===== src/hdl/assert_macros.svh =====
// Shared assertion macros. Every macro samples on the rising clock edge and
// is switched off while the given reset is high.
`ifndef ASSERT_MACROS_SVH
`define ASSERT_MACROS_SVH

// Consequent checked in the same cycle as the antecedent.
`define ASSERT_SAME(label, clk, rst, ante, cons, msg) \
   label: assert property (@(posedge clk) disable iff (rst) (ante) |-> (cons)) \
      else $error(msg);

// Consequent checked in the cycle after the antecedent.
`define ASSERT_NEXT(label, clk, rst, ante, cons, msg) \
   label: assert property (@(posedge clk) disable iff (rst) (ante) |=> (cons)) \
      else $error(msg);

`endif


===== src/hdl/ic3_pkg.sv =====
`timescale 1ns / 1ps

package ic3_pkg;

   localparam int DEF_MAX_WIDTH  = 512;
   localparam int DEF_MAX_HEIGHT = 1023;

   localparam int PIX_W      = 8;
   localparam int DIM_W      = 10;
   localparam int COEF_W     = 16;
   localparam int FRAC_W     = 16;
   localparam int CSR_IDX_W  = 3;
   localparam int CSR_DATA_W = 16;

   localparam int TAP_SUM_W   = PIX_W + 2;
   localparam int PROD_W      = COEF_W + TAP_SUM_W;
   localparam int CPROD_W     = COEF_W + PIX_W;
   localparam int ACC_W       = PROD_W + 2;

   localparam logic [PIX_W-1:0] PIX_MAX = '1;

   localparam logic [DIM_W-1:0]  RST_IMAGE_WIDTH  = DIM_W'(500);
   localparam logic [DIM_W-1:0]  RST_IMAGE_HEIGHT = DIM_W'(500);
   localparam logic [COEF_W-1:0] RST_COEF         = COEF_W'(7281);

   typedef enum logic [CSR_IDX_W-1:0] {
      REG_IMAGE_WIDTH  = 3'd0,
      REG_IMAGE_HEIGHT = 3'd1,
      REG_COEF_CORNER  = 3'd2,
      REG_COEF_EDGE    = 3'd3,
      REG_COEF_CENTER  = 3'd4
   } csr_reg_type;

   // Border flags of the output position, whether the word yields a result, and last pixel.
   typedef struct packed {
      logic has_result;
      logic up;
      logic dn;
      logic lf;
      logic rt;
      logic last;
   } tap_ctl_type;

   typedef struct packed {
      logic [TAP_SUM_W-1:0] corner_sum;
      logic [TAP_SUM_W-1:0] edge_sum;
      logic [PIX_W-1:0]     center_pix;
      logic                 last;
   } tap_sum_type;

   typedef struct packed {
      logic [PROD_W-1:0]  corner_prod;
      logic [PROD_W-1:0]  edge_prod;
      logic [CPROD_W-1:0] center_prod;
      logic               last;
   } prod_type;

endpackage


===== src/hdl/ic3_mac.sv =====
`timescale 1ns / 1ps

module ic3_mac import ic3_pkg::*; (
   input  logic              clock,
   input  logic              prod_load,
   input  logic              out_load,
   input  tap_sum_type       taps,
   input  logic [COEF_W-1:0] coef_corner,
   input  logic [COEF_W-1:0] coef_edge,
   input  logic [COEF_W-1:0] coef_center,
   output logic [PIX_W-1:0]  pixel_out,
   output logic              last_pixel
);

   prod_type prod_ff, prod_in;

   logic [ACC_W-1:0]        acc_sum;
   logic [ACC_W-FRAC_W-1:0] acc_int;
   logic [PIX_W-1:0]        pixel_out_ff, pixel_out_in;
   logic                    last_pixel_ff;

   always_comb begin
      prod_in.corner_prod = PROD_W'(coef_corner) * PROD_W'(taps.corner_sum);
      prod_in.edge_prod   = PROD_W'(coef_edge) * PROD_W'(taps.edge_sum);
      prod_in.center_prod = CPROD_W'(coef_center) * CPROD_W'(taps.center_pix);
      prod_in.last        = taps.last;
   end

   always_comb begin
      acc_sum = ACC_W'(prod_ff.corner_prod) + ACC_W'(prod_ff.edge_prod)
              + ACC_W'(prod_ff.center_prod);
      acc_int = acc_sum[ACC_W-1:FRAC_W];
      if (acc_int > (ACC_W-FRAC_W)'(PIX_MAX)) begin
         pixel_out_in = PIX_MAX;
      end else begin
         pixel_out_in = acc_int[PIX_W-1:0];
      end
   end

   always_ff @(posedge clock) begin
      if (prod_load) begin
         prod_ff <= prod_in;
      end
      if (out_load) begin
         pixel_out_ff  <= pixel_out_in;
         last_pixel_ff <= prod_ff.last;
      end
   end

   assign pixel_out  = pixel_out_ff;
   assign last_pixel = last_pixel_ff;

endmodule


===== config.mk =====
export PLATFORM = sky130hd
export DESIGN_NAME = ic3_mac
export DESIGN_NICKNAME = d
export VERILOG_FILES = /design/src/hdl/assert_macros.svh /design/src/hdl/ic3_pkg.sv /design/src/hdl/ic3_mac.sv
export SDC_FILE = /design/constraint.sdc
export NUM_CORES = 1
export LEC_CHECK = 0
export ABC_AREA = 1
export ABC_CLOCK_PERIOD_IN_PS = 7500
export BUFFER_PORTS_ARGS = -buffer_cell sky130_fd_sc_hd__buf_2
export CAP_MARGIN = 20
export CORE_MARGIN = 2
export CORE_UTILIZATION = 40
export CTS_CLUSTER_SIZE = 40
export DETAILED_ROUTE_END_ITERATION = 16
export SLEW_MARGIN = 20
export SYNTH_ARGS = -nofsm -noshare
export SYNTH_HDL_FRONTEND = slang
export SYNTH_SLANG_ARGS = --single-unit

===== constraint.sdc =====
create_clock -name clock -period 7.5 [get_ports clock]
set_input_delay 1.125 -clock clock [delete_from_list [all_inputs] [get_ports clock]]
set_output_delay 1.125 -clock clock [all_outputs]
set_load 0.1 [all_outputs]

==> impl_metrics.env <==
export IMPL_port_buffers=88
export IMPL_diodes=0
export IMPL_synth_nets=3108
export IMPL_fin_crit_ns=5.666
export IMPL_start_util_pct=40.27
export IMPL_reg2reg_slack_ns=4.59
export IMPL_fin_skew_ns=0.01177
export IMPL_max_clock_freq_mhz=176.5
export IMPL_synthCells=2508
export IMPL_crit_slowest_cell="fa_1"
export IMPL_synth_top_area_share_pct=33.42
export IMPL_grt_first_pass_wirelength_mm=77.90
export IMPL_grt_max_degree=78
export IMPL_final_hold_violation_count=0
export IMPL_viasPerCell=4.831
export IMPL_routedWlPerCell_um=14.50
export IMPL_clk_path_buf_depth=2
export IMPL_area_delta_synth_final_pct=5.812
export IMPL_rsz0062_at_grt="no"
export IMPL_max_cap_violations=0
export IMPL_die_w_um=225.3
export IMPL_cts_made_buffers=9
export IMPL_grt_use_total_pct=18.75
export IMPL_clkSlewWorstSetupHoldPaths_ns=0.07
export IMPL_num_io_pins=89
export IMPL_synth_seq_area_share_pct=13.18
export IMPL_path_class="in2reg"
export IMPL_dpl_instance_area_sq_mm=0.02042
export IMPL_nets=3103
export IMPL_design_area_sq_mm=0.02073
export IMPL_insertion_delay_ns=0.35
export IMPL_critPathLaunchType="input pin"
export IMPL_cts_root_buf="clkbuf_16"
export IMPL_final_cell_mix="nand2_1 (711), inv_1 (649), fa_1 (327), ha_1 (193)"
export IMPL_outcome="completed"
export IMPL_cp_max_fo=16
export IMPL_grt_ovfl_total=0
export IMPL_cts_tree="yes"
export IMPL_clkSinkCount=86
export IMPL_first_iter_violations=1035
export IMPL_dp_hpwl_mm=38.60
export IMPL_syn_avg_cell_area_sq_um=7.811
export IMPL_setup_tns_ns=0
export IMPL_post_cts_buffers=0
export IMPL_worst_pin_slew_ns=0.9916
export IMPL_num_vias=15120
export IMPL_drt_drc_violations_left=0
export IMPL_ys_seq_elements=86
export IMPL_period_share_pct=75.54
export IMPL_synth_area_sq_mm=0.01959
export IMPL_core_sq_mm=0.04865
export IMPL_utilization_pct=42.61
export IMPL_final_common_cell="nand2_1"
export IMPL_post_place_ws_ns=1.550
export IMPL_place_congestion=0.8957
export IMPL_synth_largest_area_cell="fa_1"
export IMPL_fp_dieH_um=225.3
export IMPL_worst_slack_ns=1.834
export IMPL_synth_area_top_cells="fa_1 (33%), nand2_1 (14%), edfxtp_1 (13%)"
export IMPL_antenna_left=0
export IMPL_drive_above_1_share_pct=5.064
export IMPL_setup_viol=0
export IMPL_grt_pass1_vias=15660
export IMPL_fp_row_count=81
export IMPL_crit_buf_inv=6
export IMPL_worstPathArrival_ns=5.76
export IMPL_hold_class="reg2reg"
export IMPL_cts_max_level=3
export IMPL_synth_distinct_cells=42
export IMPL_path_delay_family="adder cells"
export IMPL_crit_chain="buf_2 -> nand2_1 -> fa_1 -> inv_1 -> fa_1 -> inv_1 -> fa_1 -> inv_1 -> fa_1 -> inv_1 -> fa_1 -> inv_1 -> ha_1 -> a21oi_1 -> nor2_1 -> nor2_1 -> o21bai_1 -> a21oi_1 -> o21bai_1 -> xor2_1"
export IMPL_required_ns=7.59
export IMPL_wirelength_mm=45.39
export IMPL_holdBufCountCts=0
export IMPL_end_kind="register"
export IMPL_firstDrtPassIters=5
export IMPL_yosysWarnings=0
export IMPL_antenna_found_initial=0
export IMPL_cpPeakStageDelay_ns=0.54
export IMPL_relSlewSlack_pct=33.90
export IMPL_ctsResizeCount=0
export IMPL_drv_slew=0
export IMPL_dieArea_sq_mm=0.05076
registers in the layout, indices dropped and copies added, names as in the netlist:
| signal | flops |
|---|---|
| last_pixel | 1 |
| pixel_out | 8 |
| prod_ff | 77 |
logic make-up after synthesis:
logic type | count (synthesis) | share of synthesized area (%)
flip-flops | 86 | 13.18
AO/OA/AOI/OAI | 169 | 4.873
XOR/XNOR | 67 | 2.995
AND/OR/NAND/NOR | 911 | 18.72
adder cells (fa/ha/maj) | 520 | 45.74
buffers and inverters | 755 | 14.49
synthesized netlist by cell type, drive strengths merged:
cell type and instances:
a211oi 5, a21boi 6, a21o 6, a21oi 86, a31oi 4, and2 2
clkbuf 104, edfxtp 86, fa 327, ha 193, inv 651, nand2 716
nand2b 1, nand3 51, nand3b 8, nand4 16, nor2 90, nor3 17
nor3b 1, nor4 9, o2111ai 1, o211ai 1, o21a 3, o21ai 47
o21bai 9, o31ai 1, xnor2 17, xor2 50
final cells by class:
class,instances,area (sq um)
Clock buffer,9,225.2
Clock inverter,7,86.33
Fill cell,4946,27920
Inverter,651,2444
Multi-Input combinational cell,1667,14170
Sequential cell,86,2582
Tap cell,622,778.2
Timing Repair Buffer,88,442.9
routing by layer:
metal | vias to the layer above | global-route usage, % | routed length, um
met5 | - | 0 | 0
met4 | 0 | 2.628 | 422
met3 | 38 | 1.356 | 1885
met2 | 320 | 30.78 | 21170
met1 | 7376 | 27.78 | 21910
li1 | 7388 | - | -
stage by stage:
step / instances / hold WS [ns]
floorplan: 2508 / 0.4003
detailed placement: 3114 / 0.4109
CTS: 3130 / 0.4350
global route: 3130 / 0.4352
finish: 3130 / 0.4366
global placement: 3114 / 0.4180
path summary, 6_finish.rpt:
kind	startpoint	endpoint	cells after the start
setup / recovery	taps[10]	prod_ff[44]	20
hold / removal	prod_ff[0]	last_pixel	0
setup reg to reg	prod_ff[35]	pixel_out[6]	12
hold reg to reg	prod_ff[0]	last_pixel	0
Power is not shown: default switching activity piles up to over one toggle a cycle in this logic, so the estimate is an artifact.
