File: config.mk
export PLATFORM = sky130hd
export DESIGN_NAME = ic3_position
export DESIGN_NICKNAME = d
export VERILOG_FILES = /design/src/hdl/ic3_pkg.sv /design/src/hdl/ic3_position.sv
export VERILOG_INCLUDE_DIRS = /design/src /design/src/hdl
export SDC_FILE = /design/constraint.sdc
export NUM_CORES = 1
export LEC_CHECK = 0
export BUFFER_PORTS_ARGS = -buffer_cell sky130_fd_sc_hd__buf_2
export CAP_MARGIN = 20
export CORE_ASPECT_RATIO = 0.6
export CORE_MARGIN = 1.5
export CORE_UTILIZATION = 35
export DETAILED_ROUTE_END_ITERATION = 12
export PLACE_DENSITY = 0.58
export SLEW_MARGIN = 20
export SYNTH_ARGS = -nofsm -noshare
export SYNTH_HDL_FRONTEND = slang
export SYNTH_SLANG_ARGS = --single-unit
File: constraint.sdc
create_clock -name clock -period 14.7 [get_ports clock]
set_input_delay 1.47 -clock clock [delete_from_list [all_inputs] [get_ports clock]]
set_output_delay 1.47 -clock clock [all_outputs]
set_load 0.01 [all_outputs]
File: src/hdl/assert_macros.svh
// Shared assertion macros. Every macro samples on the rising clock edge and
// is switched off while the given reset is high.
`ifndef ASSERT_MACROS_SVH
`define ASSERT_MACROS_SVH

// Consequent checked in the same cycle as the antecedent.
`define ASSERT_SAME(label, clk, rst, ante, cons, msg) \
   label: assert property (@(posedge clk) disable iff (rst) (ante) |-> (cons)) \
      else $error(msg);

// Consequent checked in the cycle after the antecedent.
`define ASSERT_NEXT(label, clk, rst, ante, cons, msg) \
   label: assert property (@(posedge clk) disable iff (rst) (ante) |=> (cons)) \
      else $error(msg);

`endif

File: src/hdl/ic3_pkg.sv
`timescale 1ns / 1ps

package ic3_pkg;

   localparam int DEF_MAX_WIDTH  = 512;
   localparam int DEF_MAX_HEIGHT = 1023;

   localparam int PIX_W      = 8;
   localparam int DIM_W      = 10;
   localparam int COEF_W     = 16;
   localparam int FRAC_W     = 16;
   localparam int CSR_IDX_W  = 3;
   localparam int CSR_DATA_W = 16;

   localparam int TAP_SUM_W   = PIX_W + 2;
   localparam int PROD_W      = COEF_W + TAP_SUM_W;
   localparam int CPROD_W     = COEF_W + PIX_W;
   localparam int ACC_W       = PROD_W + 2;

   localparam logic [PIX_W-1:0] PIX_MAX = '1;

   localparam logic [DIM_W-1:0]  RST_IMAGE_WIDTH  = DIM_W'(500);
   localparam logic [DIM_W-1:0]  RST_IMAGE_HEIGHT = DIM_W'(500);
   localparam logic [COEF_W-1:0] RST_COEF         = COEF_W'(7281);

   typedef enum logic [CSR_IDX_W-1:0] {
      REG_IMAGE_WIDTH  = 3'd0,
      REG_IMAGE_HEIGHT = 3'd1,
      REG_COEF_CORNER  = 3'd2,
      REG_COEF_EDGE    = 3'd3,
      REG_COEF_CENTER  = 3'd4
   } csr_reg_type;

   // Border flags of the output position, whether the word yields a result, and last pixel.
   typedef struct packed {
      logic has_result;
      logic up;
      logic dn;
      logic lf;
      logic rt;
      logic last;
   } tap_ctl_type;

   typedef struct packed {
      logic [TAP_SUM_W-1:0] corner_sum;
      logic [TAP_SUM_W-1:0] edge_sum;
      logic [PIX_W-1:0]     center_pix;
      logic                 last;
   } tap_sum_type;

   typedef struct packed {
      logic [PROD_W-1:0]  corner_prod;
      logic [PROD_W-1:0]  edge_prod;
      logic [CPROD_W-1:0] center_prod;
      logic               last;
   } prod_type;

endpackage

File: src/hdl/ic3_position.sv
`timescale 1ns / 1ps

`include "assert_macros.svh"

module ic3_position import ic3_pkg::*; #(
   parameter int MAX_WIDTH  = DEF_MAX_WIDTH,
   parameter int MAX_HEIGHT = DEF_MAX_HEIGHT
) (
   input  logic                         clock,
   input  logic                         reset,
   input  logic                         accept,
   input  logic [DIM_W-1:0]             image_width,
   input  logic [DIM_W-1:0]             image_height,
   output logic [$clog2(MAX_WIDTH)-1:0] col,
   output tap_ctl_type                  ctl
);

   localparam int COL_W  = $clog2(MAX_WIDTH);
   localparam int ROW_W  = $clog2(MAX_HEIGHT);
   localparam int WCMP_W = ((COL_W > DIM_W) ? COL_W : DIM_W) + 1;
   localparam int HCMP_W = ((ROW_W > DIM_W) ? ROW_W : DIM_W) + 1;
   localparam logic [WCMP_W-1:0] MAX_W_C = WCMP_W'(MAX_WIDTH);
   localparam logic [HCMP_W-1:0] MAX_H_C = HCMP_W'(MAX_HEIGHT);

   // input row only tells the first row, the second row and later rows apart
   localparam logic [1:0] ROW_FIRST  = 2'd0;
   localparam logic [1:0] ROW_SECOND = 2'd1;
   localparam logic [1:0] ROW_LATER  = 2'd2;

   logic [COL_W-1:0] in_col_ff, in_col_in;
   logic [1:0]       in_row_ff, in_row_in;
   logic [COL_W-1:0] out_col_ff, out_col_in;
   logic [ROW_W-1:0] out_row_ff, out_row_in;

   logic [WCMP_W-1:0] w_raw, w_eff, col_next, ocol_inc;
   logic [HCMP_W-1:0] h_raw, h_eff, orow_inc;
   logic              pre_wrap, post_wrap;
   logic [COL_W-1:0]  col_now;
   logic [1:0]        row_now;

   function automatic logic [1:0] row_step(input logic [1:0] r);
      return (r == ROW_LATER) ? ROW_LATER : r + 2'd1;
   endfunction

   assign w_raw = WCMP_W'(image_width);
   assign h_raw = HCMP_W'(image_height);

   always_comb begin
      if (image_width == '0) begin
         w_eff = WCMP_W'(1);
      end else if (w_raw > MAX_W_C) begin
         w_eff = MAX_W_C;
      end else begin
         w_eff = w_raw;
      end
      if (image_height == '0) begin
         h_eff = HCMP_W'(1);
      end else if (h_raw > MAX_H_C) begin
         h_eff = MAX_H_C;
      end else begin
         h_eff = h_raw;
      end
   end

   always_comb begin
      pre_wrap  = WCMP_W'(in_col_ff) >= w_eff;
      col_now   = pre_wrap ? '0 : in_col_ff;
      row_now   = pre_wrap ? row_step(in_row_ff) : in_row_ff;
      col_next  = WCMP_W'(col_now) + WCMP_W'(1);
      post_wrap = col_next >= w_eff;
      ocol_inc  = WCMP_W'(out_col_ff) + WCMP_W'(1);
      orow_inc  = HCMP_W'(out_row_ff) + HCMP_W'(1);

      ctl.has_result = (row_now == ROW_LATER) || ((row_now == ROW_SECOND) && (col_now != '0));
      ctl.up   = out_row_ff != '0;
      ctl.dn   = orow_inc < h_eff;
      ctl.lf   = out_col_ff != '0;
      ctl.rt   = ocol_inc < w_eff;
      ctl.last = !ctl.dn && !ctl.rt;

      in_col_in  = post_wrap ? '0 : col_next[COL_W-1:0];
      in_row_in  = post_wrap ? row_step(row_now) : row_now;
      out_col_in = out_col_ff;
      out_row_in = out_row_ff;
      if (ctl.has_result) begin
         if (ctl.last) begin
            in_col_in  = '0;
            in_row_in  = ROW_FIRST;
            out_col_in = '0;
            out_row_in = '0;
         end else if (!ctl.rt) begin
            out_col_in = '0;
            out_row_in = orow_inc[ROW_W-1:0];
         end else begin
            out_col_in = ocol_inc[COL_W-1:0];
         end
      end
   end

   assign col = col_now;

   always_ff @(posedge clock) begin
      if (reset) begin
         in_col_ff  <= '0;
         in_row_ff  <= ROW_FIRST;
         out_col_ff <= '0;
         out_row_ff <= '0;
      end else if (accept) begin
         in_col_ff  <= in_col_in;
         in_row_ff  <= in_row_in;
         out_col_ff <= out_col_in;
         out_row_ff <= out_row_in;
      end
   end

   `ASSERT_SAME(a_first_row_silent, clock, reset, accept && (in_row_ff == ROW_FIRST), !ctl.has_result, "result from first input row")
   `ASSERT_NEXT(a_new_image_silent, clock, reset, accept && ctl.has_result && ctl.last, !ctl.has_result, "no restart after last pixel")

endmodule

==> results.json, run 1 <==
{
  "place.gp.congestion": 0.855,
  "final_cell_mix": "47 x ha_1, 38 x nand2_1, 37 x buf_2, 30 x dfxtp_1, 29 x nor2_1",
  "cts_tree": "done",
  "rsz0062_at_grt": "no",
  "seqCellArea_um2": 601,
  "synth-seq-cells": 30,
  "ctsResizeCount": 0,
  "initial_core_util": 0.364,
  "max_freq_ghz": 0.145,
  "hold_start": "in_row_ff[1]",
  "viasPerCell": 5.37,
  "setup_tns_ns": 0,
  "p_sw_mw": 0.0570,
  "ys_warn_count": 0,
  "ant_nets": 0,
  "peakVddDrop_uv": 44.6,
  "grt_first_pass_wirelength_mm": 12.5,
  "startpoint": "image_width[2]",
  "final_common_cell": "ha_1",
  "period_minus_slack_ns": 6.91,
  "ys_top_cells_by_area": "dfxtp_1 21%, ha_1 20%, xnor2_1 5.1%, nand2_1 4.9%, nor2_1 3.8%",
  "areaGrowthSynthToFinish_pct": 14.3,
  "cp_data_required_time_ns": 14.89,
  "cp_top_family": "compound AO/OA/AOI/OAI gates",
  "fin_util": 0.416,
  "synthesis.nets": 429,
  "intPower_mw": 0.161,
  "ys.flop_type": "dfxtp_1",
  "vias": 2694,
  "io_pins": 38,
  "antenna_found_initial": 0,
  "numPortBuffers": 37,
  "drt_iter0_markers": 115,
  "dr.pass1.iters": 5,
  "rows": 25,
  "worst-setup-path-type": "input port to flip-flop",
  "cp-end-kind": "flip-flop",
  "drv_slew": 0,
  "routed_wl_mm": 7.43,
  "final_nets": 465,
  "cp_cell_sequence": "buf_2 > nor4_1 > a21oi_1 > nor2_1 > ha_1 > nor2b_1 > o21ai_0 > a31oi_1 > nand2_1 > inv_1 > ha_1 > nand2_1 > or2_2 > or3_1 > a21oi_1 > ha_1 > a211o_1 > a2111oi_2 > a21oi_1 > o31a_1 > or4b_1 > o31ai_1",
  "synth.distinct_cells": 59,
  "postCtsSetupRepairBufs": 0,
  "power.density_nw_per_um2": 66.1,
  "r2r_start": "in_col_ff[4]",
  "synth_top_cell_area_share": 0.208,
  "n_antenna_cell": 0,
  "wl_per_cell_um": 14.8,
  "syn_area_um2": 2890,
  "finalCritPeriodShare": 0.470,
  "final-hold-violation-count": 0,
  "fill_cells": 830,
  "synth_edf_count": 0,
  "yosysTopAreaCell": "dfxtp_1",
  "clk_path_buf_depth": 2,
  "clk-insertion-delay-late_ns": 0.27,
  "async_reset_ff_frac": 0,
  "grt.overflow.total": 0,
  "crit_fanout": 10,
  "grt_pass1_vias": 2432,
  "worst_clock_skew_ns": 0.00714,
  "clockPowerShare": 0.453,
  "synth_seq_area_share": 0.208,
  "cpPeakStageDelay_ns": 0.64,
  "fp.dieW_um": 120,
  "drc": 0,
  "worstSetupStartpointType": "input port",
  "setup-violations-final": 0,
  "drive_gt1_frac": 0.140,
  "cts_sinks": 30,
  "dpl.hpwl_mm": 5.98,
  "p_leak_nw": 1.55,
  "synthCells": 359,
  "hold_buffers": 0,
  "clk_pin_slew_worst_paths_ns": 0.05,
  "power_frac_seq": 0.385,
  "drv_cap": 0,
  "cts_root_buffer": "clkbuf_16",
  "grt_max_degree": 17,
  "hp-class": "flip-flop to flip-flop",
  "status": "finished clean",
  "worstPathArrival_ns": 7.10,
  "p_sw_frac": 0.261,
  "worst-path-buf-inv": 2,
  "slowest_stage": "a31oi_1",
  "postSynthAreaPerCell_um2": 8.05,
  "p_comb_frac": 0.162,
  "coreArea_um2": 7950,
  "die-area_um2": 8830,
  "grt_usage": 0.179,
  "tightestPinTransition_ns": 0.762,
  "multi_input_area_um2": 2140,
  "htreeDepth": 2,
  "cts_buffers": 5,
  "timing.slew.headroom": 0.492,
  "die_h_um": 73.4
}
-- state kept, by name (all words and copies together) (netlist names) --
name,flops
in_col_ff,9
in_row_ff,2
out_col_ff,9
out_row_ff,10
-- path summary, 6_finish.rpt --
kind | slack, ns | to | cells after the start
worst max-delay path | 7.79 | in_col_ff[7] | 22
worst min-delay path | 0.46 | in_row_ff[1] | 2
worst max register to register | 9.20 | in_col_ff[7] | 18
worst min register to register | 0.46 | in_row_ff[1] | 2
-- power by group through the flow --
stage	registers, mW	clock network (mW)	logic [mW]
after floorplan	0.0849	0	0.0232
after global placement	0.0857	0	0.0345
after detailed placement	0.0858	0	0.0348
after CTS	0.0841	0.101	0.0351
after global routing	0.0842	0.104	0.0399
final	0.0841	0.0989	0.0353
-- through the flow --
stage	total power, mW	hold WS, ns	setup slack (ns)	instance area [um2]	instances
floorplan	0.108	0.425	8.48	2890	359
global placement	0.120	0.448	7.78	3170	496
detailed placement	0.121	0.459	7.62	3170	496
CTS	0.220	0.470	7.89	3300	502
global route	0.229	0.509	7.37	3300	502
finish	0.218	0.464	7.79	3300	502
-- kinds of logic after synthesis --
kind of cell    synth area share
flops                      0.208
compound gates             0.171
mux                      0.00692
fa+ha+maj                  0.203
buf+inv                   0.0524
xor+xnor                  0.0878
simple gates               0.271
-- cell type report --
| type | instances | share of cell area |
|---|---|---|
| multi-input combinational | 293 | 0.647 |
| sequential | 30 | 0.182 |
| inverter | 28 | 0.0318 |
| tap | 108 | 0.0409 |
| clock buffer | 6 | 0.0420 |
| timing repair buffer | 37 | 0.0560 |
-- cells in the mapped netlist (3+ instances only) --
library cell and count:
nand3b_1 3, o21ai_0 18, xor2_1 12, nand2_1 38, a22o_1 6, xnor2_1 17, nor4_1 8, inv_1 26
clkbuf_1 5, a31oi_1 3, nand3_1 19, dfxtp_1 30, o31ai_1 3, ha_1 47, and3_1 8, nor2_1 29
a21oi_1 12, nor2b_1 3, a32o_1 5, o211ai_1 3, and2_1 7, nor3_1 8, a21o_1 3
-- metal layers --
layer | share of wire | up-vias | track usage
li1 | - | 1370 | -
met1 | 0.55 | 1265 | 0.273
met2 | 0.39 | 57 | 0.257
met3 | 0.052 | 2 | 0.0497
met4 | 0.0019 | 0 | 0.0157
met5 | 0 | - | 0
-- worst min-delay path: stages, from the launching register on --
cell and delay, ns:
dfxtp_1 0.33, nand2_1 0.05, o21ai_0 0.06
(Power assumes the default switching activity.)
==> run 2: changes to the inputs <==
PLACE_DENSITY = 0.6   (was 0.58)
clock period = 6.3 ns   (was 14.7 ns; I/O delays follow)
==> run 2 against run 1 <==
  * Clock skew decreased by 0.0035 ns
  * Sequential cell count unchanged
  * Sequential power increased by 130%
  * Cell count increased by 0.60%
  * Power increased by 130%
  * Via count decreased by 1.4%
  * Global-route usage decreased by 0.38 points
  * Non-clock buffer count increased by 2
  * Clock power increased by 120%
==> results.json, run 2 (synthesis results as in run 1) <==
{
  "final_common_cell": "ha_1",
  "max_freq_ghz": 0.182,
  "cts_sinks": 30,
  "drt_iter0_markers": 186,
  "power.density_nw_per_um2": 151,
  "drv_slew": 0,
  "grt_max_degree": 17,
  "p_leak_nw": 1.56,
  "worstSetupStartpointType": "input port",
  "period_minus_slack_ns": 5.50,
  "setup-violations-final": 0,
  "ant_nets": 0,
  "drive_gt1_frac": 0.141,
  "die_h_um": 73.4,
  "drc": 0,
  "cts_tree": "done",
  "final-hold-violation-count": 0,
  "peakVddDrop_uv": 85.9,
  "fin_cells": 505,
  "clk_path_buf_depth": 2,
  "worst_clock_skew_ns": 0.00367,
  "numPortBuffers": 37,
  "dr.pass1.iters": 5,
  "top_register": "out_row_ff",
  "cts_buffers": 5,
  "areaGrowthSynthToFinish_pct": 14.6,
  "worst-setup-path-type": "input port to flip-flop",
  "antenna_found_initial": 0,
  "min_path_cells": 2,
  "ctsResizeCount": 0,
  "dpl.hpwl_mm": 6.03,
  "cp_data_required_time_ns": 6.49,
  "grt_pass1_vias": 2374,
  "setup_tns_ns": 0,
  "htreeDepth": 2,
  "coreArea_um2": 7950,
  "tightestPinTransition_ns": 0.565,
  "ff2ff_path_depth": 19,
  "timing.slew.headroom": 0.621,
  "worstPathArrival_ns": 5.70,
  "io_pins": 38,
  "grt_first_pass_wirelength_mm": 12.1,
  "largest_register_ffs": 10,
  "final_cell_mix": "47 x ha_1, 38 x nand2_1, 37 x buf_2, 30 x dfxtp_1, 29 x nor2_1",
  "vias": 2656,
  "initial_core_util": 0.364,
  "hp-class": "flip-flop to flip-flop",
  "fill_cells": 831,
  "postCtsSetupRepairBufs": 0,
  "clk_pin_slew_worst_paths_ns": 0.05,
  "cts_root_buffer": "clkbuf_16",
  "clk-insertion-delay-late_ns": 0.28,
  "fp.dieW_um": 120,
  "cp-end-kind": "flip-flop",
  "wl_per_cell_um": 14.6,
  "n_antenna_cell": 0,
  "drv_cap": 0,
  "place.gp.congestion": 0.856,
  "reg_top3": "out_row_ff x10, in_col_ff x9, out_col_ff x9",
  "rows": 25,
  "hold_buffers": 0,
  "die-area_um2": 8830,
  "fin_util": 0.417,
  "status": "finished clean",
  "final_nets": 467,
  "rsz0062_at_grt": "no",
  "routed_wl_mm": 7.39,
  "viasPerCell": 5.26,
  "dp_cells": 498,
  "finalCritPeriodShare": 0.874,
  "grt_usage": 0.175,
  "grt.overflow.total": 0,
  "crit_fanout": 11
}
[run 2: changes by cell type in the layout (fill, tap and decap cells not counted)]
cell      before  now
buf_4          0    2
clkbuf_1       0    2
clkbuf_8       1    0
[run 2: cell type report]
| cell class | instances | area [um2] | share of cell area |
|---|---|---|---|
| Clock buffer | 7 | 133 | 0.0400 |
| Inverter | 28 | 105 | 0.0317 |
| Multi-Input combinational cell | 293 | 2140 | 0.646 |
| Sequential cell | 30 | 601 | 0.181 |
| Tap cell | 108 | 135 | 0.0408 |
| Timing Repair Buffer | 39 | 200 | 0.0604 |
[run 2: where the power goes]
group	internal, mW	switching [mW]	leakage, nW
sequential	0.193	0.00312	0.242
clock	0.144	0.0779	0.0640
combinational	0.0324	0.0504	1.25
total	0.369	0.131	1.56
[run 2: per-layer routing]
layer	vias to the layer above	wire length, um	GRT usage
met1	1221	4120	0.274
met5	-	0	0
met2	55	2850	0.243
met3	5	380	0.0396
met4	0	44	0.0275
li1	1375	-	-
[run 2: per-stage QoR]
step	power, mW	hold WS (ns)	setup slack (ns)	cell area, um2
CTS	0.505	0.460	0.849	3310
global route	0.526	0.500	0.518	3310
detailed placement	0.282	0.449	0.573	3180
floorplan	0.252	0.425	0.925	2890
finish	0.500	0.455	0.796	3310
global placement	0.280	0.454	0.667	3180
[run 2: critical path, cell delays in order]
cell	delay, ns
buf_2	0.11
clkinv_1	0.25
nand2_1	0.28
ha_1	0.28
and3b_1	0.21
and3_4	0.19
a31oi_1	0.24
nand2_1	0.11
inv_1	0.14
ha_1	0.22
nand2_1	0.06
or2_2	0.31
or3_1	0.35
a21oi_1	0.28
ha_1	0.30
a211o_1	0.32
a2111oi_2	0.32
a21oi_1	0.11
buf_4	0.18
o31a_1	0.23
or4b_1	0.50
o31ai_1	0.07
[run 2: final timing paths]
kind / startpoint / slack (ns) / end
hold / removal: in_row_ff[1] / 0.46 / in_row_ff[1]
hold reg to reg: in_row_ff[1] / 0.46 / in_row_ff[1]
setup reg to reg: in_col_ff[8] / 1.33 / in_col_ff[7]
setup / recovery: image_width[9] / 0.80 / in_col_ff[7]
