## config.mk

```make
export PLATFORM = sky130hd
export DESIGN_NAME = ic3_window
export DESIGN_NICKNAME = d
export VERILOG_FILES = /design/src/hdl/assert_macros.svh /design/src/hdl/ic3_pkg.sv /design/src/hdl/ic3_window.sv
export SDC_FILE = /design/constraint.sdc
export NUM_CORES = 1
export LEC_CHECK = 0
export BUFFER_PORTS_ARGS = -buffer_cell sky130_fd_sc_hd__buf_2
export CORE_ASPECT_RATIO = 0.5
export CORE_UTILIZATION = 50
export CTS_CLUSTER_DIAMETER = 40
export CTS_CLUSTER_SIZE = 14
export DETAILED_ROUTE_END_ITERATION = 10
export PLACE_DENSITY = 0.81
export SYNTH_ARGS = -nofsm -noshare
export SYNTH_HDL_FRONTEND = slang
export SYNTH_SLANG_ARGS = --single-unit
```

## constraint.sdc

```tcl
create_clock -name clock -period 10.88 [get_ports clock]
set_input_delay 1.632 -clock clock [delete_from_list [all_inputs] [get_ports clock]]
set_output_delay 1.632 -clock clock [all_outputs]
set_load 0.02 [all_outputs]
```

## src/hdl/assert_macros.svh

```systemverilog
// Shared assertion macros. Every macro samples on the rising clock edge and
// is switched off while the given reset is high.
`ifndef ASSERT_MACROS_SVH
`define ASSERT_MACROS_SVH

// Consequent checked in the same cycle as the antecedent.
`define ASSERT_SAME(label, clk, rst, ante, cons, msg) \
   label: assert property (@(posedge clk) disable iff (rst) (ante) |-> (cons)) \
      else $error(msg);

// Consequent checked in the cycle after the antecedent.
`define ASSERT_NEXT(label, clk, rst, ante, cons, msg) \
   label: assert property (@(posedge clk) disable iff (rst) (ante) |=> (cons)) \
      else $error(msg);

`endif

```

## src/hdl/ic3_pkg.sv

```systemverilog
`timescale 1ns / 1ps

package ic3_pkg;

   localparam int DEF_MAX_WIDTH  = 512;
   localparam int DEF_MAX_HEIGHT = 1023;

   localparam int PIX_W      = 8;
   localparam int DIM_W      = 10;
   localparam int COEF_W     = 16;
   localparam int FRAC_W     = 16;
   localparam int CSR_IDX_W  = 3;
   localparam int CSR_DATA_W = 16;

   localparam int TAP_SUM_W   = PIX_W + 2;
   localparam int PROD_W      = COEF_W + TAP_SUM_W;
   localparam int CPROD_W     = COEF_W + PIX_W;
   localparam int ACC_W       = PROD_W + 2;

   localparam logic [PIX_W-1:0] PIX_MAX = '1;

   localparam logic [DIM_W-1:0]  RST_IMAGE_WIDTH  = DIM_W'(500);
   localparam logic [DIM_W-1:0]  RST_IMAGE_HEIGHT = DIM_W'(500);
   localparam logic [COEF_W-1:0] RST_COEF         = COEF_W'(7281);

   typedef enum logic [CSR_IDX_W-1:0] {
      REG_IMAGE_WIDTH  = 3'd0,
      REG_IMAGE_HEIGHT = 3'd1,
      REG_COEF_CORNER  = 3'd2,
      REG_COEF_EDGE    = 3'd3,
      REG_COEF_CENTER  = 3'd4
   } csr_reg_type;

   // Border flags of the output position, whether the word yields a result, and last pixel.
   typedef struct packed {
      logic has_result;
      logic up;
      logic dn;
      logic lf;
      logic rt;
      logic last;
   } tap_ctl_type;

   typedef struct packed {
      logic [TAP_SUM_W-1:0] corner_sum;
      logic [TAP_SUM_W-1:0] edge_sum;
      logic [PIX_W-1:0]     center_pix;
      logic                 last;
   } tap_sum_type;

   typedef struct packed {
      logic [PROD_W-1:0]  corner_prod;
      logic [PROD_W-1:0]  edge_prod;
      logic [CPROD_W-1:0] center_prod;
      logic               last;
   } prod_type;

endpackage

```

## src/hdl/ic3_window.sv

```systemverilog
`timescale 1ns / 1ps

module ic3_window import ic3_pkg::*; (
   input  logic             clock,
   input  logic             reset,
   input  logic             shift,
   input  logic [PIX_W-1:0] new_upper,
   input  logic [PIX_W-1:0] new_lower,
   input  logic [PIX_W-1:0] new_pix,
   input  tap_ctl_type      ctl,
   output tap_sum_type      taps
);

   // row-major, column 2 newest
   logic [PIX_W-1:0] win_ff [9];
   logic [PIX_W-1:0] win_in [9];

   logic [PIX_W-1:0] tap_c, tap_t, tap_b, tap_l, tap_r;
   logic [PIX_W-1:0] tap_tl, tap_tr, tap_bl, tap_br;
   tap_sum_type      taps_ff, taps_in;

   always_comb begin
      for (int k = 0; k < 3; k++) begin
         win_in[3*k]   = win_ff[3*k+1];
         win_in[3*k+1] = win_ff[3*k+2];
      end
      win_in[2] = new_upper;
      win_in[5] = new_lower;
      win_in[8] = new_pix;

      tap_c  = win_in[4];
      tap_t  = ctl.up ? win_in[1] : tap_c;
      tap_b  = ctl.dn ? win_in[7] : tap_c;
      tap_l  = ctl.lf ? win_in[3] : tap_c;
      tap_r  = ctl.rt ? win_in[5] : tap_c;
      tap_tl = (ctl.up && ctl.lf) ? win_in[0] : tap_c;
      tap_tr = (ctl.up && ctl.rt) ? win_in[2] : tap_c;
      tap_bl = (ctl.dn && ctl.lf) ? win_in[6] : tap_c;
      tap_br = (ctl.dn && ctl.rt) ? win_in[8] : tap_c;

      taps_in.corner_sum = TAP_SUM_W'(tap_tl) + TAP_SUM_W'(tap_tr)
                         + TAP_SUM_W'(tap_bl) + TAP_SUM_W'(tap_br);
      taps_in.edge_sum   = TAP_SUM_W'(tap_t) + TAP_SUM_W'(tap_b)
                         + TAP_SUM_W'(tap_l) + TAP_SUM_W'(tap_r);
      taps_in.center_pix = tap_c;
      taps_in.last       = ctl.last;
   end

   always_ff @(posedge clock) begin
      if (reset) begin
         for (int k = 0; k < 9; k++) begin
            win_ff[k] <= '0;
         end
      end else if (shift) begin
         for (int k = 0; k < 9; k++) begin
            win_ff[k] <= win_in[k];
         end
      end
   end

   always_ff @(posedge clock) begin
      if (shift) begin
         taps_ff <= taps_in;
      end
   end

   assign taps = taps_ff;

endmodule

```

==> key figures, run 1 <==
CTS
  • Root Buffer: clkbuf_16
  • CTS Hold Bufs: 0
  • CTS sink cnt: 77
  • # resized after CTS: 0
  • CTS tree: yes
  • Post-CTS Setup Repair Bufs: 0
  • H-tree depth: 3
  • Clock transition at the registers of the reported paths: 0.06 ns
  • Skew-Pair Late Insertion Delay: 0.34 ns
  • Max clock buf depth: 2
  • Total clock buffers created by CTS: 9

Place
  • Dpl hpwl: 6260 µm
  • Placed inst area: 0.005185 mm²
  • IO buf count: 60
  • Gpl congestion: 0.7789
  • Placed cells: 521

STA
  • Total negative slack: 0 ns
  • Clk_skew: 0.006494 ns
  • Post-layout min period: slightly below 5 ns
  • Final-report setup violation count: 0
  • Slew of the pin with the lowest slew margin: 1.146 ns
  • Fmax: around 210 MHz
  • Max-Slew Margin vs Limit: between 20% and 30%
  • Period utilization: between 40% and 50%
  • RSZ-0062 raised after global routing: false
  • Final hold vios: 0
  • Slew Limit Fails: 0

Global route
  • Largest net degree at the start of global routing: 49
  • Global-route wire length before repair: 14610 µm
  • Grt total ovfl: 0
  • Number of global-route vias before repair: 2886
  • Tot GR Track Use: 19.67%
  • Initial antenna violation count: 0

Detailed routing
  • 1st-pass router iterations: 4
  • Routed Antenna Nets: 0
  • DRC marker count from the first detailed-route iteration: 226
  • Drt drc: 0
  • Drt total wl: 8877 µm
  • Vias/cell: 5.078
  • Vias post-DR: 2732
  • Routed wire per std cell: approximately 17 µm

Critical path
  • Setup crit start kind: primary input
  • Worst R2R Start: win_ff[5][2]$_SDFFCE_PN0P_
  • WP data required: 10.96 ns
  • Max Fanout on Critical Path: 10
  • CP Launch Point: ctl[2]
  • CP arrival: 4.92 ns
  • Crit end category: register
  • Crit Path Class: in -> reg

Pwr
  • Pint: 0.0007610 W
  • Cell area power density: approximately 210 mW/mm²
  • Switch Pwr: 0.0003764 W
  • Switching share of power: 33.09%
  • Max VDD drop: 0.08253 mV
  • Logic gate share of total power: 37.3%
  • Clk pwr share: 25.5%
  • Leakage power: 2.474 nW
  • Total Power: 0.001137 W
  • Sequential share of power: between 30% and 40%

Final layout
  • Layout Utilization: 60.72%
  • Layout Nets: 498
  • Layout fillers: between 700 and 800
  • Most frequent cells in the layout: edfxtp_1 (77), buf_2 (60), and2_1 (48), inv_1 (47), mux2i_1 (38)
  • Area delta synth->final: 13.79%
  • Commonest non-fill, non-tap cell in the layout: edfxtp_1
  • Share of cells above drive strength 1: 26.90%
  • Fin area: between 0.005 and 0.006 mm²
  • Fin cells: ~540

Synthesis
  • Yosys top cell by area: edfxtp_1
  • Post-Syn Area per Cell: 13.35 µm²
  • Synthesized flop and latch total: 77
  • Async set-reset flop share out of synthesis: 0%
  • Cells after synthesis: 360
  • Top_reg_cell synth: edfxtp_1
  • Unique masters post-synth: 37
  • Synth area leaders: edfxtp_1 (48%), fa_1 (13%), mux2i_1 (7.9%)
  • Syn Nets: about 440
  • Area share of the largest cell type after synthesis: 48.10%
  • Syn. warnings: 0
  • Area of the mapped netlist: 0.004807 mm²
  • EDFF count, synth: between 70 and 80
  • Sequential share of the synthesized area: 48.10%

Die
  • Die Y: 71.34 µm
  • Ports: 62
  • Die Span X: 140.7 µm
  • Die area: 0.01003 mm²
  • Row count: 24
  • Core area: 0.009009 mm²
  • Initial Utilization: 53.36%

Flow run
  • Max_cap viols: 0

Min path
  • Hold/Removal Path Class: reg -> reg
  • Hold Startpoint: win_ff[2][2]$_SDFFCE_PN0P_

Run status
  • Status: finished clean
[power groups by stage]
| stage | sequential [W] | combinational [W] | clock, W |
|---|---|---|---|
| final | 0.000423 | 0.000425 | 0.000290 |
| after global routing | 0.000428 | 0.000476 | 0.000306 |
| after CTS | 0.000424 | 0.000429 | 0.000296 |
| after detailed placement | 0.000428 | 0.000420 | 0 |
| after global placement | 0.000429 | 0.000410 | 0 |
| after floorplan | 0.000471 | 0.000276 | 0 |
[cells in the mapped netlist (4+ instances only)]
library cell,instances
inv_1,47
nor2_1,5
clkbuf_1,10
nand2_1,4
ha_1,18
buf_4,4
xnor2_1,9
edfxtp_1,77
and2_1,48
a21oi_1,5
fa_1,32
nand2_2,4
mux2_2,26
mux2i_1,38
[critical path, stage by stage]
cell	delay (ns)
buf_2	0.28
nand2_2	0.22
mux2_2	0.34
fa_1	0.56
inv_1	0.06
fa_1	0.53
inv_1	0.07
fa_1	0.45
a21o_1	0.21
a21oi_2	0.17
o21ai_1	0.12
nor4_1	0.20
a21oi_1	0.07
[flip-flops by register name, summed over array words and instances (netlist names)]
register and flops:
win_ff 48, taps 29
[layout make-up]
cell class | count | area (µm²) | area share (%)
tap | 117 | 146.4 | 2.676
multi-input combinational | 220 | 2250 | 41.13
clock inverter | 6 | 53.80 | 0.9835
timing repair buffer | 60 | 300.3 | 5.489
inverter | 47 | 176.4 | 3.225
clock buffer | 10 | 229.0 | 4.186
sequential | 77 | 2312 | 42.27
antenna | 1 | 2.502 | 0.04575
[per-stage QoR]
step                setup slack [ns]  hold slack (ns)
finish                         6.040           0.5557
global route                   5.842           0.5739
CTS                            6.054           0.5582
detailed placement             5.716           0.5451
global placement               5.747           0.5301
floorplan                      6.043           0.4244
[routing by layer]
metal / global-route usage, % / wire length, µm / part of all wire (%) / vias up
li1: - / - / - / 1333
met1: 26.73 / 4418 / 50 / 1329
met2: 29.46 / 3822 / 43 / 58
met3: 7.219 / 519 / 5.8 / 12
met4: 6.763 / 117 / 1.3 / 0
met5: 0 / 0 / 0 / -
[cell families after synthesis]
| kind of cell | count (synthesis) | share of synthesized area (%) |
|---|---|---|
| XOR/XNOR | 12 | 2.187 |
| multiplexers | 64 | 14.00 |
| buffers and inverters | 63 | 5.258 |
| AO/OA/AOI/OAI | 21 | 3.150 |
| adder cells (fa/ha/maj) | 50 | 18.01 |
| AND/OR/NAND/NOR | 73 | 9.292 |
| flip-flops | 77 | 48.10 |
[worst paths after layout]
kind	endpoint	slack [ns]	cells after the start
setup reg to reg	taps[28]$_DFFE_PP_	7.28	11
hold reg to reg	win_ff[1][2]$_SDFFCE_PN0P_	0.56	1
hold / removal	win_ff[1][2]$_SDFFCE_PN0P_	0.56	1
setup / recovery	taps[28]$_DFFE_PP_	6.04	13
(Power assumes the default switching activity.)
==> run 2: changes to the inputs <==
--- a/config.mk
+++ b/config.mk
@@ -5,13 +5,14 @@
 export SDC_FILE = /design/constraint.sdc
 export NUM_CORES = 1
 export LEC_CHECK = 0
+export ABC_AREA = 1
 export BUFFER_PORTS_ARGS = -buffer_cell sky130_fd_sc_hd__buf_2
 export CORE_ASPECT_RATIO = 0.5
 export CORE_UTILIZATION = 50
 export CTS_CLUSTER_DIAMETER = 40
 export CTS_CLUSTER_SIZE = 14
 export DETAILED_ROUTE_END_ITERATION = 10
-export PLACE_DENSITY = 0.81
+export PLACE_DENSITY = 0.83
 export SYNTH_ARGS = -nofsm -noshare
 export SYNTH_HDL_FRONTEND = slang
 export SYNTH_SLANG_ARGS = --single-unit
==> constraint.sdc (replaced) <==
create_clock -name clock -period 4.15 [get_ports clock]
set_input_delay 0.6225 -clock clock [delete_from_list [all_inputs] [get_ports clock]]
set_output_delay 0.6225 -clock clock [all_outputs]
set_load 0.02 [all_outputs]
==> run 2 against run 1 <==
  * First-iteration DRC count increased by 9.7%
  * Total power rose to 2.7 times the previous value
  * Via count grew 30%
  * Register-to-register slack got worse by 6.4 ns
  * Largest cell class unchanged
==> key figures, run 2 <==
Run status
  • Status: finished clean

Critical path
  • Critical Path Slowest Stage Cell: fa_1
  • Worst path bufs/invs: 2
  • Worst stage delay on the critical path: 0.55 ns
  • WP data required: 4.25 ns
  • Crit Path Class: in -> reg
  • Critical-path cell list: buf_2, nand2_4, nand2_1, o21ai_2, fa_1, fa_1, inv_1, ha_1, fa_1, nand2_1, nand2_1, nand3b_4, nand2_1, nand2_1, nand2_1
  • CP top delay family: adder cells
  • Setup crit start kind: primary input
  • Crit-path most repeated cell: nand2_1
  • Crit end category: register
  • CP arrival: 3.61 ns
  • Max Fanout on Critical Path: 18

CTS
  • Total clock buffers created by CTS: 9
  • Skew-Pair Late Insertion Delay: 0.34 ns
  • Clock transition at the registers of the reported paths: 0.06 ns
  • H-tree depth: 3
  • CTS sink cnt: 77
  • CTS tree: yes
  • CTS Hold Bufs: 0
  • # resized after CTS: 0
  • Post-CTS Setup Repair Bufs: 0
  • Root Buffer: clkbuf_16
  • Max clock buf depth: 2

Global route
  • Tot GR Track Use: between 20% and 30%
  • Number of global-route vias before repair: 3628
  • Grt total ovfl: 0
  • Largest net degree at the start of global routing: 49
  • Initial antenna violation count: 0
  • Global-route wire length before repair: about 17000 µm

Flow run
  • Max_cap viols: 0

Place
  • IO buf count: 60
  • Dpl hpwl: 6968 µm
  • Placed inst area: 0.005426 mm²
  • Gpl congestion: 0.8215
  • Placed cells: 702

STA
  • Post-layout min period: 3.514 ns
  • Max-Slew Margin vs Limit: 49.50%
  • Slew Limit Fails: 0
  • Period utilization: 84.68%
  • Fmax: 284.6 MHz
  • RSZ-0062 raised after global routing: false
  • Final hold vios: 0
  • Total negative slack: 0 ns
  • Slew of the pin with the lowest slew margin: 0.7575 ns
  • Clk_skew: ~0.0072 ns
  • Final-report setup violation count: 0

Final layout
  • Layout fillers: slightly below 800
  • Most flop-heavy register: win_ff
  • Most frequent cells in the layout: inv_1 (111), nand2_1 (97), edfxtp_1 (77), nor2_1 (72), buf_2 (60)
  • Share of cells above drive strength 1: 19.59%
  • Layout Utilization: 58.72%
  • Fin area: 0.005675 mm²
  • Fin cells: 717
  • N_diodes: 0
  • Layout Nets: 661
  • Area delta synth->final: 11.18%
  • Max reg flops: 48
  • Commonest non-fill, non-tap cell in the layout: inv_1

Pwr
  • Switch Pwr: between 0.001 and 0.0015 W
  • Cell area power density: 540.9 mW/mm²
  • Switching share of power: 36.70%
  • Max VDD drop: ~0.26 mV
  • Pint: around 0.0019 W
  • Total Power: 0.003070 W
  • Logic gate share of total power: 42.1%
  • Leakage power: between 2 and 3 nW
  • Clk pwr share: 22.3%
  • Sequential share of power: a little over a third

Detailed routing
  • Vias post-DR: 3538
  • Routed wire per std cell: approximately 13 µm
  • DRC marker count from the first detailed-route iteration: 248
  • Vias/cell: 4.934
  • Drt drc: 0
  • Routed Antenna Nets: 0
  • Drt total wl: 9665 µm
  • 1st-pass router iterations: 5

Synthesis
  • Syn Nets: 604
  • Yosys top cell by area: edfxtp_1
  • Sequential share of the synthesized area: about 45%
  • Synth area leaders: edfxtp_1 (45%), fa_1 (13%), inv_1 (8.2%)
  • Area of the mapped netlist: between 0.005 and 0.006 mm²
  • Cells after synthesis: 521
  • Post-Syn Area per Cell: 9.798 µm²
  • EDFF count, synth: slightly below 80
  • Area share of the largest cell type after synthesis: between 40% and 50%
  • Syn. warnings: 0
  • Async set-reset flop share out of synthesis: 0%
  • Unique masters post-synth: 25
  • Synth cell count leaders: inv_1 (111), nand2_1 (97), edfxtp_1 (77), nor2_1 (72), fa_1 (32)
  • Top_reg_cell synth: edfxtp_1
  • Top-count cell post-synth: inv_1
  • Synthesized flop and latch total: 77

Die
  • Die Y: 73.45 µm
  • Row count: 25
  • Initial Utilization: 52.82%
  • Die Span X: around 140 µm
  • Ports: 62
  • Core area: 0.009666 mm²
  • Die area: between 0.01 and 0.015 mm²

Min path
  • Hold/Removal Path Class: in -> reg
run 2: cell count changes after synthesis, moves of 19 or more:
cell	before	now
and2_1	48	0
o21ai_0	3	25
mux2_2	26	0
mux2i_1	38	0
nand2_1	4	97
inv_1	47	111
o21ai_2	1	20
nor2_1	5	72
run 2: cell families (layout without fill, tap and decap cells):
kind of cell    count (synthesis)  after routing  share of synthesized area (%)
simple gates                  190            190                          15.93
buf+inv                       128            189                          11.50
flops                          77             77                          45.29
compound gates                 70             70                          9.289
fa+ha+maj                      50             50                          16.96
xor+xnor                        6              6                          1.029
run 2: layout make-up:
class / count / area, µm² / area share [%]
repair buffers: 63 / 322.8 / 5.688
clock buffers: 11 / 232.7 / 4.101
multi-input cells: 316 / 2206 / 38.87
clock inverters: 4 / 16.27 / 0.2866
inverters: 111 / 416.7 / 7.341
flip-flops and latches: 77 / 2312 / 40.74
well taps: 135 / 168.9 / 2.976
run 2: layer usage:
layer / vias up / track usage, % / wire length, µm
met4: 0 / 7.135 / 153
met5: - / 0 / 0
met2: 82 / 35.47 / 4693
met3: 16 / 4.368 / 498
li1: 1742 / - / -
met1: 1698 / 26.72 / 4319
run 2: worst reg2reg max path, stage by stage, from the launching register on:
cell and delay (ns):
edfxtp_1 0.44, inv_1 0.20, nor2_1 0.06, a21oi_1 0.16, fa_1 0.46, fa_1 0.49
inv_1 0.09, ha_1 0.19, inv_1 0.06, fa_1 0.41, inv_1 0.07, nand2_1 0.05
nand2_1 0.09, nand3_1 0.11, nand3_1 0.09, nand2_1 0.06
run 2: stage by stage:
| stage | worst slack (ns) | hold slack [ns] |
|---|---|---|
| floorplan | 0.7415 | 0.4503 |
| global placement | 0.3736 | 0.5032 |
| detailed placement | 0.2819 | 0.5066 |
| CTS | 0.6294 | 0.4528 |
| global route | 0.3794 | 0.4641 |
| finish | 0.6358 | 0.4606 |
run 2: power by group through the flow:
stage                     Clock [W]  Combinational, W  Sequential [W]
after floorplan                   0          0.000855         0.00124
after global placement            0           0.00122         0.00110
after detailed placement          0           0.00127         0.00111
after CTS                  0.000699           0.00129         0.00109
after global routing       0.000723           0.00147         0.00110
final                      0.000685           0.00129         0.00109
run 2: final timing paths:
path	startpoint	endpoint	slack (ns)	cells after the start
hold reg to reg	win_ff[5][0]$_SDFFCE_PN0P_	taps[1]$_DFFE_PP_	0.52	0
setup reg to reg	win_ff[5][1]$_SDFFCE_PN0P_	taps[16]$_DFFE_PP_	0.90	15
setup / recovery	ctl[4]	taps[28]$_DFFE_PP_	0.64	15
hold / removal	ctl[0]	taps[0]$_DFFE_PP_	0.46	1
==> run 3: changes to the inputs <==
--- a/config.mk
+++ b/config.mk
@@ -5,7 +5,7 @@
 export SDC_FILE = /design/constraint.sdc
 export NUM_CORES = 1
 export LEC_CHECK = 0
-export ABC_AREA = 1
+export ABC_AREA = 0
 export BUFFER_PORTS_ARGS = -buffer_cell sky130_fd_sc_hd__buf_2
 export CORE_ASPECT_RATIO = 0.5
 export CORE_UTILIZATION = 50
==> constraint.sdc (replaced) <==
create_clock -name clock -period 3.05 [get_ports clock]
set_input_delay 0.4575 -clock clock [delete_from_list [all_inputs] [get_ports clock]]
set_output_delay 0.4575 -clock clock [all_outputs]
set_load 0.02 [all_outputs]
==> run 3 against run 2 <==
  * The flow now finishes with violations (negative setup slack)
  * Sequential share of layout area down 4.1 points
  * First-iteration DRC count down 29%
  * Non-clock buffer count up 62
  * Critical path depth down 4
  * Combinational power up 61%
  * Final cell count down 16%
  * Design area up 11%
  * Global-route usage up 2.2 points
  * Core utilization up 11 points
  * Largest power group unchanged
==> key figures, run 3 (synthesized netlist as in run 1, its figures left out) <==
Final layout
  • Layout Nets: 563
  • N_diodes: 0
  • Layout fillers: about 580
  • Commonest non-fill, non-tap cell in the layout: edfxtp_1
  • Share of cells above drive strength 1: 44.95%
  • Fin cells: 602
  • Most flop-heavy register: win_ff
  • Max reg flops: 48
  • Area delta synth->final: 31.36%
  • Fin area: 0.006315 mm²
  • Most frequent cells in the layout: edfxtp_1 (77), buf_2 (60), buf_4 (54), and2_1 (48), inv_1 (39)

STA
  • Minimum hold slack: 0.3016 ns
  • Final hold vios: 0
  • Post-layout min period: 3.290 ns
  • Final-report setup violation count: 10
  • Final WS setup: -0.2396 ns
  • Period utilization: 107.9%
  • Max-Slew Margin vs Limit: between 60% and 70%
  • Clk_skew: around 0.011 ns
  • Slew Limit Fails: 0
  • Fmax: 304.0 MHz
  • Slew of the pin with the lowest slew margin: 0.5160 ns
  • RSZ-0062 raised after global routing: true

Pwr
  • Switch Pwr: 0.001532 W
  • Sequential share of power: around a third
  • Leakage power: 2.823 nW
  • Cell area power density: between 700 and 800 mW/mm²
  • Max VDD drop: ~0.42 mV
  • Total Power: 0.004708 W
  • Pint: 0.003176 W
  • Logic gate share of total power: around 44%
  • Switching share of power: 32.54%
  • Clk pwr share: 23.6%

Run status
  • Status: finished, violations left
  • Failing checks: negative setup slack

Critical path
  • Max Fanout on Critical Path: 5
  • Setup crit start kind: register
  • CP arrival: between 3 and 4 ns
  • Crit end category: register
  • Crit Path Class: reg -> reg
  • WP data required: 3.14 ns

Global route
  • Tot GR Track Use: 23.03%
  • Grt total ovfl: 0
  • Number of global-route vias before repair: 3203
  • Largest net degree at the start of global routing: 49
  • Global-route wire length before repair: 16790 µm
  • Initial antenna violation count: 0

Place
  • Dpl hpwl: roughly 7300 µm
  • Gpl congestion: 0.8357
  • Placed cells: between 500 and 600
  • Placed inst area: 0.005665 mm²
  • IO buf count: 60

CTS
  • Skew-Pair Late Insertion Delay: 0.35 ns
  • CTS Hold Bufs: 0
  • Root Buffer: clkbuf_16
  • H-tree depth: 3
  • Total clock buffers created by CTS: 9
  • Clock transition at the registers of the reported paths: 0.06 ns
  • Max clock buf depth: 2
  • CTS sink cnt: 77
  • CTS tree: yes

Min path
  • Hold/Removal Path Class: in -> reg

Die
  • Core area: 0.009009 mm²
  • Row count: 24
  • Die Y: 71.34 µm
  • Die Span X: approximately 140 µm
  • Die area: 0.01003 mm²
  • Initial Utilization: 53.36%
  • Ports: 62

Detailed routing
  • Drt drc: 0
  • Drt total wl: between 10000 and 15000 µm
  • 1st-pass router iterations: 4
  • Routed wire per std cell: 18.59 µm
  • Routed Antenna Nets: 0
  • Vias/cell: 5.208
  • Vias post-DR: 3135
  • DRC marker count from the first detailed-route iteration: between 150 and 200

Flow run
  • Max_cap viols: 0
## run 3: changes by cell type in the layout (fill, tap and decap cells not counted), sizes merged, moves of 9 or more
| cell | before | now |
|---|---|---|
| nand2 | 101 | 8 |
| nor2 | 72 | 5 |
| inv | 111 | 47 |
| buf | 63 | 125 |
| and2 | 0 | 48 |
| o21ai | 46 | 6 |
| mux2i | 0 | 38 |
| mux2 | 0 | 26 |
| a21oi | 24 | 8 |
| nand3 | 9 | 0 |
## run 3: power groups by stage
stage	Combinational [W]	Clock (W)	Sequential [W]
4_1_cts	0.00194	0.00113	0.00151
2_1_floorplan	0.00103	0	0.00168
5_1_grt	0.00228	0.00117	0.00153
6_report	0.00208	0.00111	0.00151
3_3_place_gp	0.00176	0	0.00153
3_5_place_dp	0.00181	0	0.00152
## run 3: final cells by class
class	count	area [µm²]	share of cell area, %
Multi-Input combinational cell	220	2535	40.14
Sequential cell	77	2312	36.62
Clock buffer	10	229.0	3.626
Inverter	47	176.4	2.794
Timing Repair Buffer	125	838.3	13.28
Tap cell	117	146.4	2.318
Clock inverter	6	77.57	1.228
## run 3: metal layers
metal	vias up	part of all wire [%]	track usage [%]
met5	-	0	0
met4	0	1.9	7.005
met3	17	6.2	6.150
met2	111	48	37.09
met1	1544	44	31.05
li1	1463	-	-
## run 3: per-stage QoR
step	setup TNS (ns)	worst slack, ns	util (%)
2_1_floorplan	-1.349	-0.3707	-
3_3_place_gp	-5.173	-0.5313	62.89
3_5_place_dp	-5.818	-0.6004	62.89
4_1_cts	-1.558	-0.2505	68.36
5_1_grt	-2.908	-0.3518	70.10
6_report	-1.951	-0.2396	70.10
## run 3: worst max-delay path: stages, from the launching register on
cell	delay [ns]
edfxtp_1	0.53
mux2_4	0.32
fa_1	0.58
inv_2	0.05
fa_1	0.53
inv_2	0.06
fa_2	0.34
a21o_1	0.17
a21oi_2	0.16
o21ai_2	0.09
nor2_2	0.12
xnor2_1	0.08
## run 3: worst paths after layout
kind / startpoint / slack (ns) / endpoint / depth (start not counted)
worst max register to register: win_ff[5][2]$_SDFFCE_PN0P_ / -0.24 / taps[26]$_DFFE_PP_ / 11
worst min register to register: win_ff[2][6]$_SDFFCE_PN0P_ / 0.58 / win_ff[1][6]$_SDFFCE_PN0P_ / 1
worst max-delay path: win_ff[5][2]$_SDFFCE_PN0P_ / -0.24 / taps[26]$_DFFE_PP_ / 11
worst min-delay path: ctl[0] / 0.30 / taps[0]$_DFFE_PP_ / 1
## run 3: what timing repair did
action,4_1_cts,5_1_grt
resized for setup,23,26
pin swaps,7,20
buffers inserted,9,8
endpoints found under the setup margin,11,13
